$ cat src/hdl/tlida_pkg.sv
package tlida_pkg;

	localparam int WORD_BITS    = 32;
	localparam int GROUP_WORDS  = 2;
	localparam int MEMBER_WORDS = 2;

	localparam int ROW_BITS = 64;
	localparam int ROWS     = 64;
	localparam int IDX_W    = 6;
	localparam int CNT_W    = IDX_W + 1;

	localparam int NUM_GROUPS  = (WORD_BITS * GROUP_WORDS) < ROW_BITS ?
		(WORD_BITS * GROUP_WORDS) : ROW_BITS;
	localparam int NUM_MEMBERS = (WORD_BITS * MEMBER_WORDS) < ROW_BITS ?
		(WORD_BITS * MEMBER_WORDS) : ROW_BITS;

	typedef logic [ROW_BITS-1:0] row_t;
	typedef logic [IDX_W-1:0]    idx_t;

	typedef enum logic [2:0] {
		ACT_ALLOC_GRP = 3'd0,
		ACT_ALLOC_ID  = 3'd1,
		ACT_REL_GRP   = 3'd2,
		ACT_REL_ID    = 3'd3,
		ACT_QUERY_GRP = 3'd4,
		ACT_QUERY_ID  = 3'd5
	} act_t;

	typedef enum logic [1:0] {
		ST_OK    = 2'd0,
		ST_FULL  = 2'd1,
		ST_RANGE = 2'd2
	} st_t;

	typedef struct packed {
		logic found;
		idx_t idx;
	} hit_t;

	// index n lives at bit 63-n, which for a 6-bit index is its complement
	function automatic row_t bit_mask(input idx_t n);
		row_t m;
		m = '0;
		m[~n] = 1'b1;
		return m;
	endfunction

	// free flags by index, entries at or beyond the limit count as taken
	function automatic row_t free_vec(input row_t row, input int limit);
		row_t f;
		for (int n = 0; n < ROW_BITS; n++) begin
			f[n] = (n < limit) && !row[ROW_BITS-1-n];
		end
		return f;
	endfunction

	// lowest set index, two levels of 8-way priority
	function automatic hit_t first_set(input row_t v);
		logic [7:0] any;
		logic [7:0] sel;
		logic [2:0] hi;
		logic [2:0] lo;
		hit_t       h;
		for (int b = 0; b < 8; b++) begin
			any[b] = |v[8*b +: 8];
		end
		hi = '0;
		for (int b = 7; b >= 0; b--) begin
			if (any[b]) hi = 3'(b);
		end
		sel = v[8*hi +: 8];
		lo = '0;
		for (int i = 7; i >= 0; i--) begin
			if (sel[i]) lo = 3'(i);
		end
		h.found = |any;
		h.idx   = {hi, lo};
		return h;
	endfunction

endpackage

$ cat src/hdl/tlida_ram.sv
module tlida_ram #(
	parameter int WIDTH = 64,
	parameter int DEPTH = 64
) (
	input  logic                     clk,
	input  logic                     we,
	input  logic [$clog2(DEPTH)-1:0] waddr,
	input  logic [WIDTH-1:0]         wdata,
	input  logic                     re,
	input  logic [$clog2(DEPTH)-1:0] raddr,
	output logic [WIDTH-1:0]         rdata
);

	logic [WIDTH-1:0] mem_q [DEPTH];

	always_ff @(posedge clk) begin
		if (we) mem_q[waddr] <= wdata;
		if (re) rdata <= mem_q[raddr];
	end

endmodule

$ cat src/hdl/two_level_id_bitmap_allocator_top.sv
// two-level id allocator: a group bitmap hands out group ids, and each group
// has a member bitmap in a 64-row memory that hands out member ids.
// request channel: req_valid / req_stall with action, group_id, member_id.
// response channel: rsp_valid / rsp_stall with status, granted_id, is_set.
// every request beat gives exactly one response beat, in order.
// an accepted beat is registered into the work stage, and its response is
// registered from there once the response register can take it.
// throughput: one beat per cycle while no response is stalled; the member row is
// read in the accept cycle, modified and written back as the work stage
// advances, with a bypass when the next beat addresses the row just written.
// reset: group map holds only group zero, all member rows read as zero
// through per-row valid flops, so no clearing pass is needed.
// when the receiver stalls, the response register holds, the pending beat
// waits in the work stage and req_stall goes high until the response drains.
module two_level_id_bitmap_allocator_top (
	input  logic       clk,
	input  logic       arst_n,
	input  logic       req_valid,
	output logic       req_stall,
	input  logic [2:0] action,
	input  logic [5:0] group_id,
	input  logic [5:0] member_id,
	output logic       rsp_valid,
	input  logic       rsp_stall,
	output logic [1:0] status,
	output logic [5:0] granted_id,
	output logic       is_set
);

	logic                  accept;
	logic                  s1_adv;
	logic                  v_s1;
	logic [2:0]            action_s1;
	tlida_pkg::idx_t       gid_s1;
	tlida_pkg::idx_t       mid_s1;
	logic                  hit_s1;
	tlida_pkg::row_t       byp_row_s1;
	logic                  rowv_s1;
	tlida_pkg::row_t       rdata;

	tlida_pkg::row_t       group_map_q;
	logic [tlida_pkg::ROWS-1:0] vld_q;

	logic                  out_v_q;
	tlida_pkg::st_t        status_q;
	tlida_pkg::idx_t       granted_q;
	logic                  is_set_q;

	tlida_pkg::row_t       row;
	tlida_pkg::row_t       row_nxt;
	tlida_pkg::row_t       gm_nxt;
	logic                  row_we;
	logic                  rel_grp;
	tlida_pkg::st_t        st_nxt;
	tlida_pkg::idx_t       grant_nxt;
	logic                  set_nxt;
	tlida_pkg::hit_t       grp_hit;
	tlida_pkg::hit_t       mem_hit;
	logic                  gid_oor;
	logic                  mid_oor;
	logic                  byp_hit;

	assign s1_adv    = v_s1 && (!out_v_q || !rsp_stall);
	assign req_stall = v_s1 && !s1_adv;
	assign accept    = req_valid && !req_stall;

	tlida_ram #(
		.WIDTH(tlida_pkg::ROW_BITS),
		.DEPTH(tlida_pkg::ROWS)
	) u_rows (
		.clk  (clk),
		.we   (s1_adv && row_we),
		.waddr(gid_s1),
		.wdata(row_nxt),
		.re   (accept),
		.raddr(group_id),
		.rdata(rdata)
	);

	always_comb begin
		row     = hit_s1 ? byp_row_s1 : (rowv_s1 ? rdata : '0);
		grp_hit = tlida_pkg::first_set(tlida_pkg::free_vec(group_map_q,
			tlida_pkg::NUM_GROUPS));
		mem_hit = tlida_pkg::first_set(tlida_pkg::free_vec(row, tlida_pkg::NUM_MEMBERS));
		gid_oor = {1'b0, gid_s1} >= tlida_pkg::CNT_W'(tlida_pkg::NUM_GROUPS);
		mid_oor = {1'b0, mid_s1} >= tlida_pkg::CNT_W'(tlida_pkg::NUM_MEMBERS);

		st_nxt    = tlida_pkg::ST_OK;
		grant_nxt = '0;
		set_nxt   = 1'b0;
		gm_nxt    = group_map_q;
		row_nxt   = row;
		row_we    = 1'b0;
		rel_grp   = 1'b0;

		unique case (action_s1)
			tlida_pkg::ACT_ALLOC_GRP: begin
				if (grp_hit.found) begin
					gm_nxt    = group_map_q | tlida_pkg::bit_mask(grp_hit.idx);
					grant_nxt = grp_hit.idx;
				end else begin
					st_nxt = tlida_pkg::ST_FULL;
				end
			end
			tlida_pkg::ACT_ALLOC_ID: begin
				if (gid_oor) begin
					st_nxt = tlida_pkg::ST_RANGE;
				end else if (mem_hit.found) begin
					row_nxt   = row | tlida_pkg::bit_mask(mem_hit.idx);
					row_we    = 1'b1;
					grant_nxt = mem_hit.idx;
				end else begin
					st_nxt = tlida_pkg::ST_FULL;
				end
			end
			tlida_pkg::ACT_REL_GRP: begin
				if (gid_oor) begin
					st_nxt = tlida_pkg::ST_RANGE;
				end else begin
					gm_nxt  = group_map_q & ~tlida_pkg::bit_mask(gid_s1);
					rel_grp = 1'b1;
				end
			end
			tlida_pkg::ACT_REL_ID: begin
				if (gid_oor || mid_oor) begin
					st_nxt = tlida_pkg::ST_RANGE;
				end else begin
					row_nxt = row & ~tlida_pkg::bit_mask(mid_s1);
					row_we  = 1'b1;
				end
			end
			tlida_pkg::ACT_QUERY_GRP: begin
				if (gid_oor) st_nxt = tlida_pkg::ST_RANGE;
				else set_nxt = |(group_map_q & tlida_pkg::bit_mask(gid_s1));
			end
			tlida_pkg::ACT_QUERY_ID: begin
				if (gid_oor || mid_oor) st_nxt = tlida_pkg::ST_RANGE;
				else set_nxt = |(row & tlida_pkg::bit_mask(mid_s1));
			end
			default: begin
				st_nxt = tlida_pkg::ST_RANGE;
			end
		endcase

		// next beat reads the row that this beat writes in the same cycle
		byp_hit = s1_adv && (row_we || rel_grp) && (gid_s1 == group_id);
	end

	always_ff @(posedge clk or negedge arst_n) begin
		if (!arst_n) begin
			v_s1        <= 1'b0;
			out_v_q     <= 1'b0;
			group_map_q <= tlida_pkg::bit_mask('0);
			vld_q       <= '0;
		end else begin
			if (accept) v_s1 <= 1'b1;
			else if (s1_adv) v_s1 <= 1'b0;

			if (s1_adv) out_v_q <= 1'b1;
			else if (!rsp_stall) out_v_q <= 1'b0;

			if (s1_adv) begin
				group_map_q <= gm_nxt;
				if (rel_grp) vld_q[gid_s1] <= 1'b0;
				else if (row_we) vld_q[gid_s1] <= 1'b1;
			end
		end
	end

	always_ff @(posedge clk) begin
		if (accept) begin
			action_s1  <= action;
			gid_s1     <= group_id;
			mid_s1     <= member_id;
			hit_s1     <= byp_hit;
			byp_row_s1 <= rel_grp ? '0 : row_nxt;
			rowv_s1    <= vld_q[group_id];
		end
		if (s1_adv) begin
			status_q  <= st_nxt;
			granted_q <= grant_nxt;
			is_set_q  <= set_nxt;
		end
	end

	assign rsp_valid  = out_v_q;
	assign status     = status_q;
	assign granted_id = granted_q;
	assign is_set     = is_set_q;

	a_grant_only_ok: assert property (@(posedge clk) disable iff (!arst_n)
		(rsp_valid && status != tlida_pkg::ST_OK) |-> (granted_id == '0))
		else $error("nonzero grant on a failed beat");

	a_set_only_ok: assert property (@(posedge clk) disable iff (!arst_n)
		(rsp_valid && is_set) |-> (status == tlida_pkg::ST_OK))
		else $error("query answer set on a failed beat");

	a_stall_backs_up: assert property (@(posedge clk) disable iff (!arst_n)
		(v_s1 && rsp_valid && rsp_stall) |-> req_stall)
		else $error("request taken while the work stage is blocked");

	a_rsp_follows: assert property (@(posedge clk) disable iff (!arst_n)
		(v_s1 && !req_stall) |=> rsp_valid)
		else $error("work stage advanced without a response");

endmodule

$ cat config.mk
export PLATFORM = sky130hd
export DESIGN_NAME = two_level_id_bitmap_allocator_top
export DESIGN_NICKNAME = d
export VERILOG_FILES = /design/src/hdl/tlida_pkg.sv /design/src/hdl/tlida_ram.sv /design/src/hdl/two_level_id_bitmap_allocator_top.sv
export SDC_FILE = /design/constraint.sdc
export NUM_CORES = 2
export LEC_CHECK = 0
export BUFFER_PORTS_ARGS = -buffer_cell sky130_fd_sc_hd__buf_2
export CAP_MARGIN = 20
export CORE_UTILIZATION = 50
export DETAILED_ROUTE_END_ITERATION = 8
export GPL_TIMING_DRIVEN = 1
export PLACE_DENSITY = 0.68
export SYNTH_ARGS = -nofsm -noshare
export SYNTH_HDL_FRONTEND = slang
export SYNTH_SLANG_ARGS = --single-unit
$ cat constraint.sdc
create_clock -name clk -period 6.57 [get_ports clk]
set_input_delay 1.6425 -clock clk [delete_from_list [all_inputs] [get_ports clk]]
set_output_delay 1.6425 -clock clk [all_outputs]
set_load 0.05 [all_outputs]
Word-level counts from Yosys, hierarchy flattened. Memory sizes are Yosys's and may differ from the RTL's. A register that Yosys moved wholly into a read port is not among the register bits. Cells that the tools add are included.

Register bits after elaboration: 220. Bits in writable memories: 4096. Input port bits: 19. Output and inout port bits: 11. Word-level logic and storage cells: 290. Memories: 1.

Memories: u_rows.mem_q (words 64, bits a word 64, read ports 1, clocked after Yosys merged registers in 1, wr ports 1, line tlida_ram.sv:14) `logic [WIDTH-1:0] mem_q [DEPTH];`.

Order comparisons: 11. Equality and inequality tests: 8. Shifts and indexed selects: 2. Muxes and demuxes: 68. Bitwise gates (word level): 15. Reduce and logical (&&, ||, !) cells: 172.

Operators by type and width (count): $mux W64 (6); $and A64 B64 Y64 (5); $pmux W64 S2 (2); $reduce_or A64 Y1 (4); $not A64 Y64 (3); $or A64 B64 Y64 (3); $logic_not A1 Y1 (132); $reduce_or A8 Y1 (16); $shiftx A64 B7 Y8 (2); $mux W3 (32); $lt A6 B7 Y1 const B (6); $demux W1 S6 (5); $ge A6 B1 Y1 const B (5); $not A6 Y6 (4); $mux W1 (16); $mux W6 (2); $pmux W6 S2 (1); $logic_and A1 B1 Y1 (11); $bmux W1 S6 (1); $eq A3 B2 Y1 const B (2); $eq A3 B3 Y1 const B (2); $eq A6 B6 Y1 (1); $pmux W2 S3 (1); $reduce_bool A2 Y1 (3); 9 further kinds (11).

Depth between registers and ports, before layout.
Word-level depth: 29. Mapped depth: 16. Mapped depth without buffers: 10.

Cells and area by module. A second synthesis with hierarchy kept.

Cell total of the unflattened synthesis: 8096. Area, all modules: 170607.4 um^2.

By module, submodules not included: tlida_ram (times used 1, cells each 6598, area an instance 156989.3 um^2, seq. area each 124919.8 um^2); two_level_id_bitmap_allocator_top (times used 1, cells each 1498, area an instance 13618.1 um^2, seq. area each 5957.0 um^2).

Worst setup path after synthesis. OpenSTA, ideal clock, no wires.

Kind: input -> register. From: in rsp_stall. To: mem u_rows.mem_q[40][0], enable pin. Setup time: 0.487 ns. Arrival time: 5.809 ns. Data required time: 6.083 ns. Path slack: 0.274 ns. Cell stages on the path: 8. Path buffers: 2. Cells stage by stage: nand2_1 -> and2_1 -> clkbuf_1 -> o21ai_0 -> nor2_1 -> nand3_1 -> clkbuf_1 -> nor2_1.

Longest elaborated chain between the ends: 6.

Ends and longest elaborated chain: from (decl) (line two_level_id_bitmap_allocator_top.sv:24) `input logic rsp_stall,`; $logic_not A1 Y1; $logic_or A1 B1 Y1 (line two_level_id_bitmap_allocator_top.sv:63) `assign s1_adv = v_s1 && (!out_v_q || !rsp_stall);`; $logic_and A1 B1 Y1 (line two_level_id_bitmap_allocator_top.sv:63); net s1_adv (line two_level_id_bitmap_allocator_top.sv:31) `logic s1_adv;`; $logic_and A1 B1 Y1 (line two_level_id_bitmap_allocator_top.sv:72) `.we (s1_adv && row_we),`; $mux W1 (line tlida_ram.sv:17) `if (we) mem_q[waddr] <= wdata;`; $mux W1 (not written as such) (line tlida_ram.sv:17); to (decl) (line tlida_ram.sv:14).

The timed path passes the listed nets, and every way through them passes these cells.

Worst setup path in the final report.
From: reg rowv_s1. To: mem u_rows.mem_q[55][12], enable pin.

Longest elaborated chain between the ends: 9. Elaborated cells on any way between the ends: 72. Classes of those cells: mux: 6; reduce/logical: 66.

Ends and longest elaborated chain: from (decl) (line two_level_id_bitmap_allocator_top.sv:38) `logic rowv_s1;`; from (signal assigned) (line two_level_id_bitmap_allocator_top.sv:177) `rowv_s1 <= vld_q[group_id];`; $mux W64 (*) (2 in a row) (line two_level_id_bitmap_allocator_top.sv:81) `row = hit_s1 ? byp_row_s1 : (rowv_s1 ? rdata : '0);`; $logic_not A1 Y1 (line tlida_pkg.sv:52) `f[n] = (n < limit) && !row[ROW_BITS-1-n];`; $reduce_or A64 Y1 (*) (line tlida_pkg.sv:76) `h.found = |any;`; $mux W1 (*) (line two_level_id_bitmap_allocator_top.sv:108) `end else if (mem_hit.found) begin`; $pmux W1 S2 (*) (line two_level_id_bitmap_allocator_top.sv:96) `unique case (action_s1)`; $logic_and A1 B1 Y1 (*) (line two_level_id_bitmap_allocator_top.sv:72); $mux W1 (*) (line tlida_ram.sv:17); $mux W1 (not written as such) (*) (line tlida_ram.sv:17).

Every way passes the cells marked *; elsewhere a longest branch is shown, timed or not.

==> results.json <==
{
  "ctsHoldBuffers": 0,
  "ir_drop_mv": 0.2550,
  "io_pins": 30,
  "violations": "design-rule violations",
  "clock.fmax_mhz": 158.3,
  "setup_viol": 0,
  "synth_top_area_frac": 0.7476,
  "ant_nets": 0,
  "portBuffers": 29,
  "clock_latency_ns": 0.99,
  "start_util": 0.5024,
  "nNetsFinal": 7943,
  "cts_tree": "done",
  "die_x_um": 586.3,
  "grt_pass1_wl_um": 679100,
  "hp-class": "reg2reg",
  "synth_edf_count": 4250,
  "numClockSinks": 4380,
  "critPathRequiredTime_ns": 7.12,
  "worstPathArrival_ns": 6.87,
  "reg2reg_slack_ns": 0.25,
  "yosysUniqueCellTypes": 79,
  "hold_slack_ns": 0.4745,
  "synth_flop_cell": "edfxtp_1",
  "cp-startpoint": "rowv_s1",
  "dr.pass1.iters": 9,
  "worst_setup_path_end_kind": "flip-flop",
  "setup-tns-final_ns": 0,
  "root_buffer": "clkbuf_16",
  "area_growth_pct": 13.91,
  "slew_violations": 0,
  "dp_hpwl_um": 282300,
  "core-area_mm2": 0.3398,
  "regArea_mm2": 0.1309,
  "synth_nets": 7500,
  "first_iter_violations": 13500,
  "total_leakage_power_nw": 60.77,
  "synthArstFlopShare": 0.02968,
  "via_per_inst": 6.739,
  "rsz0062_at_grt": "no",
  "synth_common_cells": "edfxtp_1 (4250), mux4_2 (1367), clkbuf_1 (317)",
  "vias": 86510,
  "maxSlewHeadroom": 0.1280,
  "yosysWarnings": 0,
  "grt_use_total": 0.2859,
  "cp_max_fo": 59,
  "seq_area_frac_synth": 0.7667,
  "cts_inserted_buffers": 426,
  "synth-seq-cells": 4380,
  "tightest_slew_ns": 1.305,
  "gp_congestion": 0.9273,
  "syn_area_mm2": 0.1707,
  "die_h_um": 586.3,
  "fillCellCount": 23940,
  "fin_skew_ns": 0.08006,
  "fin_crit_sh": 0.9614,
  "status": "complete, but fails checks",
  "p_per_area_mw_per_mm2": 303.8,
  "synth_area_per_cell_um2": 22.82,
  "cts.path.max_buffers": 4,
  "antenna_found_initial": 29,
  "synth_area_leader_cell": "edfxtp_1",
  "setup_slack_ns": 0.2533,
  "maxCapViolCount": 0,
  "multi_input_area_mm2": 0.03938,
  "use_met1": 0.4183,
  "grt_max_degree": 114,
  "post-place-ws_ns": 0.3724,
  "die_area_mm2": 0.3438,
  "grt.busiest_layer": "met2",
  "grt_overflow": 0,
  "remaining_drc_errors": 30,
  "wl_per_cell_um": 38.19,
  "routed_wl_um": 490200,
  "r2r-start": "rowv_s1",
  "drive_gt1_frac": 0.3094,
  "path_class": "reg2reg",
  "clk_pin_slew_ns": 0.06,
  "yosys-top-cells-area": "edfxtp_1 (75%), mux4_2 (18%), dfrtp_1 (1.9%)",
  "hold_violations": 0,
  "synth_most_common_cell": "edfxtp_1",
  "synthCells": 7481,
  "use_met3": 0.05584,
  "met2_usage": 0.4364,
  "numPlacedInstances": 12030,
  "cts_max_level": 5,
  "grt_pass1_vias": 84600,
  "final_cells": 12840,
  "critPathLaunchType": "flip-flop",
  "finalCriticalPeriod_ns": 6.317,
  "rows": 214
}
routing by layer:
layer  vias up  wire [um]
met2      5510     227700
met1     47020     191300
met4        22      18480
met3       810      52390
met5         -        349
li1      33150          -
final timing paths:
kind                       cells after the start              endpoint
setup / recovery                              13  u_rows.mem_q[55][12]
hold / removal                                 1             flip-flop
setup reg to reg                              13  u_rows.mem_q[55][12]
hold reg to reg                                1             flip-flop
max in group asynchronous                      2       group_map_q[21]
min in group asynchronous                      1             rsp_valid
placed cells by master, fill, tap and decap left out, types with 11 or more instances in the layout:
master / n
o21ai_4: 44
clkbuf_1: 96
mux4_2: 1367
a22oi_1: 46
clkbuf_16: 433
nor2_1: 89
a21o_1: 15
or2_2: 11
bufinv_16: 35
a31oi_1: 16
nand2_1: 267
buf_12: 119
o22ai_1: 52
o211ai_1: 13
nor3_1: 27
a21oi_1: 36
dfrtp_1: 129
nand3_1: 62
inv_1: 13
edfxtp_1: 4250
nor2b_1: 11
buf_2: 23
diode_2: 17
o21bai_1: 12
nand4_1: 35
nand4b_1: 21
o22ai_4: 15
o21ai_0: 184
clkinv_2: 87
clkinv_1: 101
a21boi_0: 25
mux2i_1: 15
buf_4: 282
inv_6: 12
a22o_1: 43
and2_1: 12
nor2_4: 64
through the flow:
step	area [um2]	util	power, mW
6_report	194400	0.5723	59.06
3_5_place_dp	180800	0.5321	35.67
5_1_grt	194400	0.5722	60.41
4_1_cts	194300	0.5720	59.26
3_3_place_gp	180600	0.5316	35.58
2_1_floorplan	170700	-	34.01
final cells by class:
cell class | instances | area share
tap | 4536 | 0.02919
clock buffer | 529 | 0.05758
clock inverter | 259 | 0.01204
timing repair buffer | 439 | 0.02511
multi-input combinational | 2664 | 0.2025
sequential | 4380 | 0.6731
antenna | 17 | 0.0002188
inverter | 13 | 0.0002510
critical path: stages (launching register included):
cell      delay, ns
edfxtp_1       0.91
buf_4          0.40
nand4b_1       0.14
a22oi_1        0.36
o211ai_1       0.30
nor3_1         0.80
and2_1         0.30
nor3_1         0.09
o21ai_0        0.86
nor2_1         0.20
nand2_1        0.52
buf_4          0.35
nor2_4         0.14
buf_12         0.30
report_power, final:
group          total, mW  switching (mW)  internal (mW)
registers           31.3           0.154           31.2
clock network       23.9            10.5           13.5
logic               3.79            2.47           1.32
total               59.1            13.1           46.0
logic make-up after synthesis:
logic type / count (synthesis) / share of synthesized area
mux: 1386 / 0.1815
flops: 4380 / 0.7667
compound gates: 601 / 0.02298
simple gates: 671 / 0.01864
xor+xnor: 6 / 0.0003078
buf+inv: 437 / 0.009917
state kept, by name, summed over array words and instances (netlist names), named ones only:
register      count
action_s1         3
group_map_q      64
v_s1              1
byp_row_s1       64
rsp_valid         1
u_rows.mem_q   4096
rowv_s1           1
u_rows.rdata     64
hit_s1            1
granted_id        6
status            2
gid_s1            6
is_set            1
mid_s1            6
timing repair:
item,in CTS,in global routing
gates resized for setup,0,1
setup endpoints to repair,0,411
buffers inserted,0,0
Power figures use the tool's default switching activity.
